<file path="config.mk">
export PLATFORM = sky130hd
export DESIGN_NAME = bounded_integer_from_byte_stream
export DESIGN_NICKNAME = d
export VERILOG_FILES = /design/src/rtl/core/bifbs_pkg.sv /design/src/rtl/core/bifbs_cfg.sv /design/src/rtl/core/bifbs_front.sv /design/src/rtl/core/bifbs_queue.sv /design/src/rtl/core/bifbs_back.sv /design/src/rtl/core/bounded_integer_from_byte_stream.sv
export SDC_FILE = /design/constraint.sdc
export NUM_CORES = 1
export LEC_CHECK = 0
export BUFFER_PORTS_ARGS = -buffer_cell sky130_fd_sc_hd__buf_2
export CORE_MARGIN = 1
export CORE_UTILIZATION = 35
export DETAILED_ROUTE_END_ITERATION = 10
export SLEW_MARGIN = 20
export SYNTH_ARGS = -nofsm -noshare
export SYNTH_HDL_FRONTEND = slang
export SYNTH_SLANG_ARGS = --single-unit
</file>
<file path="constraint.sdc">
create_clock -name clk -period 18.4 [get_ports clk]
set_clock_uncertainty 0.15 [all_clocks]
set_input_delay 2.76 -clock clk [delete_from_list [all_inputs] [get_ports clk]]
set_output_delay 2.76 -clock clk [all_outputs]
set_load 0.05 [all_outputs]
</file>
<file path="src/rtl/core/bifbs_pkg.sv">
// Shared types, constants and a helper function for the bounded integer decoder.
package bifbs_pkg;

	localparam int unsigned VALUE_W = 64;
	localparam int unsigned POS_W = 4;
	localparam int unsigned LEN_W = 3;
	localparam int unsigned Q_DEPTH = 2;
	localparam int unsigned Q_PTR_W = (Q_DEPTH > 1) ? $clog2(Q_DEPTH) : 1;
	localparam int unsigned Q_CNT_W = $clog2(Q_DEPTH + 1);

	localparam logic [POS_W-1:0] ATTEMPT_BYTES = POS_W'(9);
	localparam logic [POS_W-1:0] LAST_POS = POS_W'(8);

	localparam logic [VALUE_W-1:0] INT64_MIN_BITS = 64'h8000_0000_0000_0000;
	localparam logic [VALUE_W-1:0] INT64_MAX_BITS = 64'h7fff_ffff_ffff_ffff;
	localparam logic [VALUE_W-1:0] LOWER_RESET = 64'd0;
	localparam logic [VALUE_W-1:0] UPPER_RESET = 64'd255;

	localparam logic REG_LOWER = 1'b0;
	localparam logic REG_UPPER = 1'b1;

	localparam logic [1:0] KIND_EQUAL = 2'd0;
	localparam logic [1:0] KIND_END = 2'd1;
	localparam logic [1:0] KIND_JUDGE = 2'd2;

	localparam logic STATUS_OK = 1'b0;
	localparam logic STATUS_OUT_OF_DATA = 1'b1;

	typedef struct packed {
		logic [7:0] data_byte;
		logic       end_of_data;
	} byte_item_t;

	typedef struct packed {
		logic signed [VALUE_W-1:0] drawn_value;
		logic                      draw_status;
	} draw_item_t;

	typedef struct packed {
		logic [VALUE_W-1:0] lower;
		logic [VALUE_W-1:0] gap;
		logic [VALUE_W-1:0] mask;
		logic               equal;
		logic               full_range;
	} bounds_t;

	typedef struct packed {
		logic [1:0]         kind;
		logic [VALUE_W-1:0] probe;
		logic               last;
	} cmd_t;

	function automatic logic [VALUE_W-1:0] smear_right(input logic [VALUE_W-1:0] x);
		logic [VALUE_W-1:0] y;
		y = x;
		y = y | (y >> 1);
		y = y | (y >> 2);
		y = y | (y >> 4);
		y = y | (y >> 8);
		y = y | (y >> 16);
		y = y | (y >> 32);
		return y;
	endfunction

endpackage

</file>
<file path="src/rtl/core/bifbs_cfg.sv">
// Bound registers and the gap, mask and range flags derived from them.
module bifbs_cfg (
	input  logic                               clk,
	input  logic                               arst_n,
	input  logic                               cfg_we,
	input  logic                               cfg_index,
	input  logic [bifbs_pkg::VALUE_W-1:0]      cfg_data,
	output bifbs_pkg::bounds_t                 bounds
);

	logic [bifbs_pkg::VALUE_W-1:0] lower_q;
	logic [bifbs_pkg::VALUE_W-1:0] upper_q;
	logic [bifbs_pkg::VALUE_W-1:0] gap_q;
	logic [bifbs_pkg::VALUE_W-1:0] mask_q;
	logic                          equal_q;
	logic                          full_q;
	logic [bifbs_pkg::VALUE_W-1:0] lower_d;
	logic [bifbs_pkg::VALUE_W-1:0] upper_d;
	logic [bifbs_pkg::VALUE_W-1:0] gap_d;

	always_comb begin
		lower_d = (cfg_index == bifbs_pkg::REG_LOWER) ? cfg_data : lower_q;
		upper_d = (cfg_index == bifbs_pkg::REG_UPPER) ? cfg_data : upper_q;
		gap_d = upper_d - lower_d;
	end

	always_ff @(posedge clk or negedge arst_n) begin
		if (!arst_n) begin
			lower_q <= bifbs_pkg::LOWER_RESET;
			upper_q <= bifbs_pkg::UPPER_RESET;
			gap_q <= bifbs_pkg::UPPER_RESET - bifbs_pkg::LOWER_RESET;
			mask_q <= bifbs_pkg::smear_right(bifbs_pkg::UPPER_RESET - bifbs_pkg::LOWER_RESET);
			equal_q <= 1'b0;
			full_q <= 1'b0;
		end else if (cfg_we) begin
			lower_q <= lower_d;
			upper_q <= upper_d;
			gap_q <= gap_d;
			mask_q <= bifbs_pkg::smear_right(gap_d);
			equal_q <= (upper_d == lower_d);
			full_q <= (lower_d == bifbs_pkg::INT64_MIN_BITS) &&
				(upper_d == bifbs_pkg::INT64_MAX_BITS);
		end
	end

	assign bounds.lower = lower_q;
	assign bounds.gap = gap_q;
	assign bounds.mask = mask_q;
	assign bounds.equal = equal_q;
	assign bounds.full_range = full_q;

endmodule

</file>
<file path="src/rtl/core/bifbs_front.sv">
// Front end: assembles attempts byte by byte and issues commands to the back end.
module bifbs_front (
	input  logic                    clk,
	input  logic                    arst_n,
	input  logic                    accept,
	input  bifbs_pkg::byte_item_t   byte_item,
	input  bifbs_pkg::bounds_t      bounds,
	output logic                    cmd_valid,
	output bifbs_pkg::cmd_t         cmd
);

	logic [bifbs_pkg::POS_W-1:0]   pos_q;
	logic [bifbs_pkg::LEN_W-1:0]   used_q;
	logic [bifbs_pkg::VALUE_W-1:0] asm_q;
	logic [bifbs_pkg::POS_W-1:0]   pos_inc;
	logic [bifbs_pkg::LEN_W-1:0]   used_new;
	logic [bifbs_pkg::VALUE_W-1:0] asm_new;
	logic                          take;
	logic                          done;
	logic                          clear;

	always_comb begin
		pos_inc = pos_q + 1'b1;
		take = (pos_q != '0) &&
			((pos_q - 1'b1) <= {{(bifbs_pkg::POS_W-bifbs_pkg::LEN_W){1'b0}}, used_q});
		if (pos_q == '0) begin
			used_new = byte_item.data_byte[bifbs_pkg::LEN_W-1:0];
			asm_new = '0;
		end else begin
			used_new = used_q;
			asm_new = take ? {asm_q[bifbs_pkg::VALUE_W-9:0], byte_item.data_byte} : asm_q;
		end
		done = (pos_inc == bifbs_pkg::ATTEMPT_BYTES);
		clear = bounds.equal || done || byte_item.end_of_data;

		cmd.probe = asm_new;
		cmd.last = byte_item.end_of_data;
		priority if (bounds.equal) begin
			cmd.kind = bifbs_pkg::KIND_EQUAL;
			cmd_valid = accept;
		end else if (done) begin
			cmd.kind = bifbs_pkg::KIND_JUDGE;
			cmd_valid = accept;
		end else begin
			cmd.kind = bifbs_pkg::KIND_END;
			cmd_valid = accept && byte_item.end_of_data;
		end
	end

	always_ff @(posedge clk or negedge arst_n) begin
		if (!arst_n) begin
			pos_q <= '0;
			used_q <= '0;
			asm_q <= '0;
		end else if (accept) begin
			if (clear) begin
				pos_q <= '0;
				used_q <= '0;
				asm_q <= '0;
			end else begin
				pos_q <= pos_inc;
				used_q <= used_new;
				asm_q <= asm_new;
			end
		end
	end

	a_pos_range: assert property (@(posedge clk) disable iff (!arst_n)
		pos_q <= bifbs_pkg::LAST_POS)
		else $error("Attempt position ran past the last byte.");

	a_equal_clears: assert property (@(posedge clk) disable iff (!arst_n)
		(accept && bounds.equal) |=> (pos_q == '0))
		else $error("Attempt not discarded under equal bounds.");

endmodule

</file>
<file path="src/rtl/core/bifbs_queue.sv">
// Short command queue between the front end and the back end.
module bifbs_queue (
	input  logic              clk,
	input  logic              arst_n,
	input  logic              wr_en,
	input  bifbs_pkg::cmd_t   wr_cmd,
	output logic              full,
	input  logic              rd_en,
	output logic              rd_valid,
	output bifbs_pkg::cmd_t   rd_cmd
);

	bifbs_pkg::cmd_t                mem_q [bifbs_pkg::Q_DEPTH];
	logic [bifbs_pkg::Q_PTR_W-1:0]  wr_ptr_q;
	logic [bifbs_pkg::Q_PTR_W-1:0]  rd_ptr_q;
	logic [bifbs_pkg::Q_CNT_W-1:0]  count_q;
	logic                           do_wr;
	logic                           do_rd;

	assign full = (count_q == bifbs_pkg::Q_CNT_W'(bifbs_pkg::Q_DEPTH));
	assign rd_valid = (count_q != '0);
	assign rd_cmd = mem_q[rd_ptr_q];
	assign do_wr = wr_en && !full;
	assign do_rd = rd_en && rd_valid;

	always_ff @(posedge clk) begin
		if (do_wr) begin
			mem_q[wr_ptr_q] <= wr_cmd;
		end
	end

	always_ff @(posedge clk or negedge arst_n) begin
		if (!arst_n) begin
			wr_ptr_q <= '0;
			rd_ptr_q <= '0;
			count_q <= '0;
		end else begin
			if (do_wr) begin
				wr_ptr_q <= (wr_ptr_q == bifbs_pkg::Q_PTR_W'(bifbs_pkg::Q_DEPTH - 1)) ?
					'0 : wr_ptr_q + 1'b1;
			end
			if (do_rd) begin
				rd_ptr_q <= (rd_ptr_q == bifbs_pkg::Q_PTR_W'(bifbs_pkg::Q_DEPTH - 1)) ?
					'0 : rd_ptr_q + 1'b1;
			end
			unique case ({do_wr, do_rd})
				2'b10: count_q <= count_q + 1'b1;
				2'b01: count_q <= count_q - 1'b1;
				default: count_q <= count_q;
			endcase
		end
	end

	a_count_range: assert property (@(posedge clk) disable iff (!arst_n)
		count_q <= bifbs_pkg::Q_CNT_W'(bifbs_pkg::Q_DEPTH))
		else $error("Command queue count exceeds its depth.");

	a_count_grows: assert property (@(posedge clk) disable iff (!arst_n)
		(do_wr && !do_rd) |=> (count_q == $past(count_q) + 1'b1))
		else $error("Command queue lost a written entry.");

endmodule

</file>
<file path="src/rtl/core/bifbs_back.sv">
// Back end: masks and judges probes against the bounds and holds the result item.
module bifbs_back (
	input  logic                    clk,
	input  logic                    arst_n,
	input  logic                    cmd_valid,
	input  bifbs_pkg::cmd_t         cmd,
	output logic                    cmd_take,
	input  bifbs_pkg::bounds_t      bounds,
	output logic                    empty,
	input  logic                    pop,
	output bifbs_pkg::draw_item_t   draw_item
);

	logic                          out_valid_q;
	bifbs_pkg::draw_item_t         out_q;
	bifbs_pkg::draw_item_t         res;
	logic                          has_res;
	logic [bifbs_pkg::VALUE_W-1:0] masked;
	logic [bifbs_pkg::VALUE_W-1:0] shifted;
	logic                          in_range;

	assign cmd_take = cmd_valid && (!out_valid_q || pop);

	always_comb begin
		masked = cmd.probe & bounds.mask;
		shifted = bounds.lower + masked;
		in_range = (masked <= bounds.gap);
		res.drawn_value = '0;
		res.draw_status = bifbs_pkg::STATUS_OK;
		has_res = 1'b0;
		unique case (cmd.kind)
			bifbs_pkg::KIND_EQUAL: begin
				res.drawn_value = bounds.lower;
				has_res = 1'b1;
			end
			bifbs_pkg::KIND_JUDGE: begin
				priority if (bounds.full_range) begin
					res.drawn_value = cmd.probe;
					has_res = 1'b1;
				end else if (in_range) begin
					res.drawn_value = shifted;
					has_res = 1'b1;
				end else if (cmd.last) begin
					res.draw_status = bifbs_pkg::STATUS_OUT_OF_DATA;
					has_res = 1'b1;
				end else begin
					has_res = 1'b0;
				end
			end
			default: begin
				res.draw_status = bifbs_pkg::STATUS_OUT_OF_DATA;
				has_res = 1'b1;
			end
		endcase
	end

	always_ff @(posedge clk or negedge arst_n) begin
		if (!arst_n) begin
			out_valid_q <= 1'b0;
		end else if (cmd_take) begin
			out_valid_q <= has_res;
		end else if (pop) begin
			out_valid_q <= 1'b0;
		end
	end

	always_ff @(posedge clk) begin
		if (cmd_take && has_res) begin
			out_q <= res;
		end
	end

	assign empty = !out_valid_q;
	assign draw_item = out_q;

endmodule

</file>
<file path="src/rtl/core/bounded_integer_from_byte_stream.sv">
// Top level of the bounded integer decoder over a byte stream.
//
//  channel   handshake        payload
//  bytes     push / full      byte_item  (data_byte, end_of_data)
//  draws     pop / empty      draw_item  (drawn_value, draw_status)
//  config    cfg_we           cfg_index, cfg_data (64 bits)
//
// One byte item is taken every cycle while full is low; full comes from the two-entry
// command queue between the front end and the back end.
// The byte that ends a draw is written into the command queue, and the back end then registers the draw.
// Reset clears the bounds to 0 and 255 and discards any attempt in progress.
// When pop stays low the result register and then the command queue fill and full rises.
module bounded_integer_from_byte_stream (
	input  logic                               clk,
	input  logic                               arst_n,
	input  logic                               push,
	output logic                               full,
	input  bifbs_pkg::byte_item_t              byte_item,
	output logic                               empty,
	input  logic                               pop,
	output bifbs_pkg::draw_item_t              draw_item,
	input  logic                               cfg_we,
	input  logic                               cfg_index,
	input  logic [bifbs_pkg::VALUE_W-1:0]      cfg_data
);

	bifbs_pkg::bounds_t bounds;
	bifbs_pkg::cmd_t    front_cmd;
	bifbs_pkg::cmd_t    back_cmd;
	logic               front_valid;
	logic               back_valid;
	logic               back_take;
	logic               accept;

	assign accept = push && !full;

	bifbs_cfg u_cfg (
		.clk       (clk),
		.arst_n    (arst_n),
		.cfg_we    (cfg_we),
		.cfg_index (cfg_index),
		.cfg_data  (cfg_data),
		.bounds    (bounds)
	);

	bifbs_front u_front (
		.clk       (clk),
		.arst_n    (arst_n),
		.accept    (accept),
		.byte_item (byte_item),
		.bounds    (bounds),
		.cmd_valid (front_valid),
		.cmd       (front_cmd)
	);

	bifbs_queue u_queue (
		.clk      (clk),
		.arst_n   (arst_n),
		.wr_en    (front_valid),
		.wr_cmd   (front_cmd),
		.full     (full),
		.rd_en    (back_take),
		.rd_valid (back_valid),
		.rd_cmd   (back_cmd)
	);

	bifbs_back u_back (
		.clk       (clk),
		.arst_n    (arst_n),
		.cmd_valid (back_valid),
		.cmd       (back_cmd),
		.cmd_take  (back_take),
		.bounds    (bounds),
		.empty     (empty),
		.pop       (pop),
		.draw_item (draw_item)
	);

endmodule
</file>
==> results of run 1 <==
final timing paths:
path / cells past startpoint / slack, ns / from / end
max: 17 / 9.31 / cfg_index / u_cfg.mask_q[11]
min in group asynchronous: 1 / 1.94 / arst_n / u_front.asm_q[61]
min: 1 / 0.34 / u_cfg.gap_q[46] / u_cfg.gap_q[46]
min reg2reg: 1 / 0.34 / u_cfg.gap_q[46] / u_cfg.gap_q[46]
max reg2reg: 17 / 11.85 / u_cfg.upper_q[0] / u_cfg.mask_q[11]
max in group asynchronous: 2 / 14.73 / arst_n / u_cfg.upper_q[14]
final cells by class:
type | instances | area, um2 | area share
clock inverter | 21 | 320 | 0.00843
sequential | 532 | 14300 | 0.377
antenna | 1 | 2.50 | 0.0000658
timing repair buffer | 173 | 998 | 0.0263
inverter | 169 | 634 | 0.0167
tap | 1265 | 1580 | 0.0416
clock buffer | 95 | 1920 | 0.0506
multi-input combinational | 2731 | 18200 | 0.479
state kept, by name (all words and copies together) (netlist names), 2 cells and up:
register and cells:
u_cfg.gap_q 63, u_cfg.lower_q 64, u_front.asm_q 64, u_back.draw_item 65
u_cfg.upper_q 64, u_queue.count_q 2, u_queue.mem_q 134, u_front.used_q 3
u_cfg.mask_q 64, u_front.pos_q 4
through the flow:
step           power, mW  utilization
2_1_floorplan       3.58            -
3_3_place_gp        4.33        0.374
3_5_place_dp        4.33        0.374
4_1_cts             5.72        0.397
5_1_grt             6.05        0.398
6_report            5.73        0.398
power breakdown:
part,internal (mW),total [mW],leakage (nW),switching (mW)
clock,0.828,1.36,1.09,0.536
sequential,1.47,1.63,5.72,0.159
combinational,0.946,2.73,9.14,1.79
routing by layer:
metal,wire [um],up-vias,share of wire
met2,48300,919,0.42
met5,23,-,0.00020
met1,56000,13700,0.49
li1,-,13300,-
met3,7020,139,0.062
met4,2400,4,0.021
cell families after synthesis:
logic type	Yosys count	synth area share
and+or+nand+nor	1157	0.159
muxes	285	0.0867
AOI/OAI and AO/OA	967	0.186
buffers and inverters	379	0.0425
xor gates and xnor gates	129	0.0333
DFF	532	0.423
adders and majority gates	193	0.0694
cells in the mapped netlist, types with 10 or more instances:
cell type / count
nand3_1: 56
nand4_1: 79
clkbuf_1: 174
maj3_1: 30
a221oi_1: 13
a21boi_0: 13
o21a_1: 25
a22oi_1: 10
xor2_1: 32
nor4_1: 21
o21bai_1: 26
or3_1: 15
ha_1: 161
nor2_1: 492
or2_2: 12
nand2_1: 238
o31ai_1: 14
a21oi_1: 321
a31oi_1: 25
and3_1: 24
and2_1: 33
mux2i_1: 213
buf_1: 25
a211oi_1: 26
xnor2_1: 97
inv_1: 169
dfstp_2: 24
mux2_2: 71
edfxtp_1: 199
nand2b_1: 14
nor3_1: 69
o221ai_1: 26
dfrtp_1: 309
a21o_1: 91
o21ai_0: 166
o211ai_1: 18
nor2b_1: 53
o21ai_1: 19
a22o_1: 69
==> impl_metrics.env, run 1 <==
export IMPL_outcome="finished clean"
export IMPL_grt_util_met2=0.333
export IMPL_initialDrtViolationCount=2744
export IMPL_drive_gt1_frac=0.114
export IMPL_cts_buffers=66
export IMPL_end_kind="register"
export IMPL_cp_max_fo=69
export IMPL_grt_max_degree=178
export IMPL_cp_required_ns=18.72
export IMPL_path_clk_slew_ns=0.05
export IMPL_leakage_nw=16.0
export IMPL_grt_setup_unrepaired="false"
export IMPL_fin_crit_sh=0.494
export IMPL_synth_edf_count=199
export IMPL_coreArea_um2=95600
export IMPL_grt_pass1_wl_um=169000
export IMPL_num_vias=28100
export IMPL_ys_async_sr_fraction=0.626
export IMPL_hold_ws_ns=0.337
export IMPL_final_antenna_net_count=0
export IMPL_synth_largest_area_cell="dfrtp_1"
export IMPL_clockRootBuffer="clkbuf_16"
export IMPL_slowest_stage="buf_4"
export IMPL_wl_per_cell_um=22.8
export IMPL_setup_viol_count_final=0
export IMPL_drtPass1Iterations=6
export IMPL_final_cell_mix="490 x nor2_1, 321 x a21oi_1, 308 x dfrtp_1"
export IMPL_yosysWarningCount=0
export IMPL_overflow=0
export IMPL_vdd_drop_max_mv=0.138
export IMPL_row_count=113
export IMPL_worstSetupStartpointType="input pin"
export IMPL_die_x_um=313
export IMPL_mostFrequentLayoutCell="nor2_1"
export IMPL_grt_pass1_vias=26500
export IMPL_slew_headroom=0.216
export IMPL_cts_tree="yes"
export IMPL_cts_buffer_depth=3
export IMPL_post_cts_buffers=0
export IMPL_arrival_ns=9.41
export IMPL_hold_class="reg2reg"
export IMPL_tightest_slew_ns=1.17
export IMPL_ctsResizeCount=0
export IMPL_syn_cell_area_um2=33900
export IMPL_syn2layout_area_growth_pct=12.0
export IMPL_cp_common_cell="a21oi_1"
export IMPL_fillers=9566
export IMPL_grt_antenna_before_repair=7
export IMPL_p_per_area_nw_per_um2=151
export IMPL_synth_top_area_share=0.228
export IMPL_htreeDepth=3
export IMPL_die_h_um=313
export IMPL_drcViolationCount=0
export IMPL_final_nets=3915
export IMPL_crit_chain="buf_6 > buf_4 > mux2_2 > ha_1 > a21oi_1 > o21bai_1 > a21oi_1 > a21boi_0 > o21ai_1 > a41oi_1 > xnor2_1 > a211oi_1 > or3b_2 > nand4b_1 > nand4bb_1 > nor2_2 > a31oi_1"
export IMPL_initial_core_util=0.355
export IMPL_placed_area_um2=35700
export IMPL_cpLargestDelayFamily="compound AO/OA/AOI/OAI gates"
export IMPL_worst_slack_ns=9.31
export IMPL_drv_slew=0
export IMPL_grt_busiest_layer="met1"
export IMPL_synthCells=3642
export IMPL_post_place_ws_ns=8.61
export IMPL_place_gp_congestion=0.935
export IMPL_syn_num_nets=3884
export IMPL_ioPinCount=146
export IMPL_synthDistinctLibCells=102
export IMPL_die_area_um2=98200
export IMPL_gr_usage_met3=0.0293
export IMPL_netlist_top_cells_area="dfrtp_1 23%, edfxtp_1 18%, mux2i_1 6.3%, ha_1 5.9%, nor2_1 5.4%"
export IMPL_track_usage=0.227
export IMPL_syn_area_per_cell_um2=9.32
export IMPL_final_cells=4987
export IMPL_clock_sink_count=532
export IMPL_clock_latency_ns=0.62
export IMPL_crit_buf_inv=2
export IMPL_maxCapViolations=0
export IMPL_avgViaCountPerCell=5.63
export IMPL_hold_viol_final=0
export IMPL_final_cell_area_um2=38000
export IMPL_cpPeakStageDelay_ns=0.90
export IMPL_ctsHoldBuffers=0
export IMPL_dp_hpwl_um=85300
export IMPL_synth_seq_cells=532
export IMPL_synthFlopType="dfrtp_1"
export IMPL_portBuffers=145
export IMPL_routed_wl_um=114000
export IMPL_placedCellCount=4869
export IMPL_use_met1=0.348
export IMPL_critical_path_class="in2reg"
export IMPL_fin_tns_setup_ns=0
export IMPL_period_minus_slack_ns=9.09
export IMPL_yosysSeqAreaShare=0.423
export IMPL_fmax_ghz=0.110
Power figures use the tool's default switching activity.
==> inputs of run 2 (changes only) <==
- clock period: 18.4 -> 8 ns (I/O delays scaled with it)
==> impl_metrics.env, run 2 (synthesis results as in run 1) <==
export IMPL_grt_setup_unrepaired="false"
export IMPL_cp_startpoint="cfg_index"
export IMPL_fin_crit_sh=0.838
export IMPL_coreArea_um2=95600
export IMPL_slew_headroom=0.265
export IMPL_hold_path_depth=1
export IMPL_final_antenna_net_count=0
export IMPL_clock_sink_count=532
export IMPL_path_clk_slew_ns=0.06
export IMPL_crit_chain="buf_6 > buf_12 > mux2i_1 > ha_1 > a21oi_1 > o21bai_1 > a21oi_1 > a21boi_0 > o21ai_1 > a41oi_1 > o41ai_1 > xor2_1 > or4b_4 > nor4_1 > nand4b_2 > nor4_2 > a22oi_1"
export IMPL_die_x_um=313
export IMPL_final_util=0.397
export IMPL_ioPinCount=146
export IMPL_cts_buffer_depth=3
export IMPL_grt_max_degree=165
export IMPL_cp_max_fo=80
export IMPL_regToRegSetupSlack_ns=1.60
export IMPL_avgViaCountPerCell=5.65
export IMPL_critical_path_class="in2reg"
export IMPL_ctsResizeCount=0
export IMPL_tightest_slew_ns=1.10
export IMPL_end_kind="register"
export IMPL_dp_hpwl_um=85400
export IMPL_wl_per_cell_um=22.7
export IMPL_die_area_um2=98200
export IMPL_cp_required_ns=8.37
export IMPL_crit_buf_inv=2
export IMPL_vdd_drop_max_mv=0.396
export IMPL_clock_latency_ns=0.66
export IMPL_syn2layout_area_growth_pct=11.8
export IMPL_fillers=9593
export IMPL_cts_tree="yes"
export IMPL_seqPwrFrac=0.290
export IMPL_drive_gt1_frac=0.117
export IMPL_period_minus_slack_ns=6.70
export IMPL_cp_common_cell="a21oi_1"
export IMPL_net_switching_power_mw=5.68
export IMPL_reg2reg_depth=15
export IMPL_mostFrequentLayoutCell="nor2_1"
export IMPL_r2r_start="u_queue.rd_ptr_q"
export IMPL_worstSetupStartpointType="input pin"
export IMPL_num_vias=28300
export IMPL_p_per_area_nw_per_um2=341
export IMPL_clkPwrFrac=0.225
export IMPL_grt_pass1_vias=26600
export IMPL_largest_register="u_queue.mem_q"
export IMPL_largest_reg_flops=134
export IMPL_portBuffers=145
export IMPL_drcViolationCount=0
export IMPL_place_gp_congestion=0.955
export IMPL_p_int_mw=7.27
export IMPL_overflow=0
export IMPL_outcome="finished clean"
export IMPL_cpPeakStageDelay_ns=0.57
export IMPL_htreeDepth=2
export IMPL_initialDrtViolationCount=2691
export IMPL_initial_core_util=0.355
export IMPL_setup_viol_count_final=0
export IMPL_r2r_end="u_back.draw_item[26]"
export IMPL_hold_class="reg2reg"
export IMPL_track_usage=0.226
export IMPL_total_power_mw=12.9
export IMPL_cpLargestDelayFamily="compound AO/OA/AOI/OAI gates"
export IMPL_maxCapViolations=0
export IMPL_fmax_ghz=0.149
export IMPL_swShare=0.438
export IMPL_arrival_ns=7.07
export IMPL_leakage_nw=15.9
export IMPL_die_h_um=313
export IMPL_path_depth=17
export IMPL_cp_endpoint="u_cfg.mask_q[20]"
export IMPL_clockRootBuffer="clkbuf_16"
export IMPL_final_cell_mix="490 x nor2_1, 321 x a21oi_1, 308 x dfrtp_1"
export IMPL_grt_pass1_wl_um=169000
export IMPL_fin_tns_setup_ns=0
export IMPL_drv_slew=0
export IMPL_ctsHoldBuffers=0
export IMPL_drtPass1Iterations=5
export IMPL_combPwrFrac=0.485
export IMPL_cts_buffers=61
export IMPL_row_count=113
export IMPL_final_nets=3923
export IMPL_slowest_stage="a21oi_1"
export IMPL_post_cts_buffers=0
export IMPL_hold_viol_final=0
export IMPL_grt_antenna_before_repair=4
export IMPL_routed_wl_um=114000
[run 2: how the worst min path moves through the flow]
stage                         start  slack, ns               to
finish              u_cfg.gap_q[46]       0.35  u_cfg.gap_q[46]
global route        u_cfg.mask_q[0]       0.37  u_cfg.mask_q[0]
CTS                 u_cfg.gap_q[46]       0.35  u_cfg.gap_q[46]
detailed placement  u_cfg.gap_q[46]       0.32  u_cfg.gap_q[46]
global placement    u_cfg.gap_q[46]       0.31  u_cfg.gap_q[46]
floorplan           u_cfg.gap_q[47]       0.29  u_cfg.gap_q[47]
[run 2: worst reg2reg max path, stage by stage (launching register included)]
cell and delay [ns]:
dfrtp_4 0.79, mux2i_1 0.68, nor2b_1 0.22, ha_1 0.32, a21o_1 0.16, maj3_1 0.43, a211oi_1 0.46, a21oi_1 0.21
a21oi_1 0.46, o31ai_1 0.22, maj3_1 0.40, maj3_1 0.37, xnor2_1 0.14, or3_1 0.32, a21o_1 0.17, a221oi_1 0.60
[run 2: power by group through the flow]
stage	registers (mW)	logic (mW)	clock network (mW)
CTS	3.75	6.23	2.97
floorplan	4.09	4.15	0
global placement	3.78	6.17	0
finish	3.75	6.28	2.91
detailed placement	3.79	6.19	0
global route	3.80	6.83	3.08
[run 2: stage by stage]
step	hold slack, ns	instances	instance area (um2)	worst slack [ns]
finish	0.347	5001	37900	1.30
CTS	0.347	4998	37900	1.32
global route	0.372	4998	37900	1.02
detailed placement	0.324	4883	35900	0.623
global placement	0.314	4883	35800	0.663
floorplan	0.293	3642	33900	0.665
[run 2: metal layers]
metal	GRT usage	share of wire
met3	0.0303	0.069
met4	0.0528	0.023
met1	0.346	0.48
met5	0	0.00024
met2	0.334	0.42
[run 2: area by class of cell]
type                       count  area (um2)  share of cell area
multi-input combinational   2731       18200               0.480
antenna                        3        7.51            0.000198
inverter                     169         634              0.0167
timing repair buffer         186        1090              0.0287
sequential                   532       14300               0.378
clock inverter                33         345             0.00910
tap                         1265        1580              0.0417
clock buffer                  82        1730              0.0455
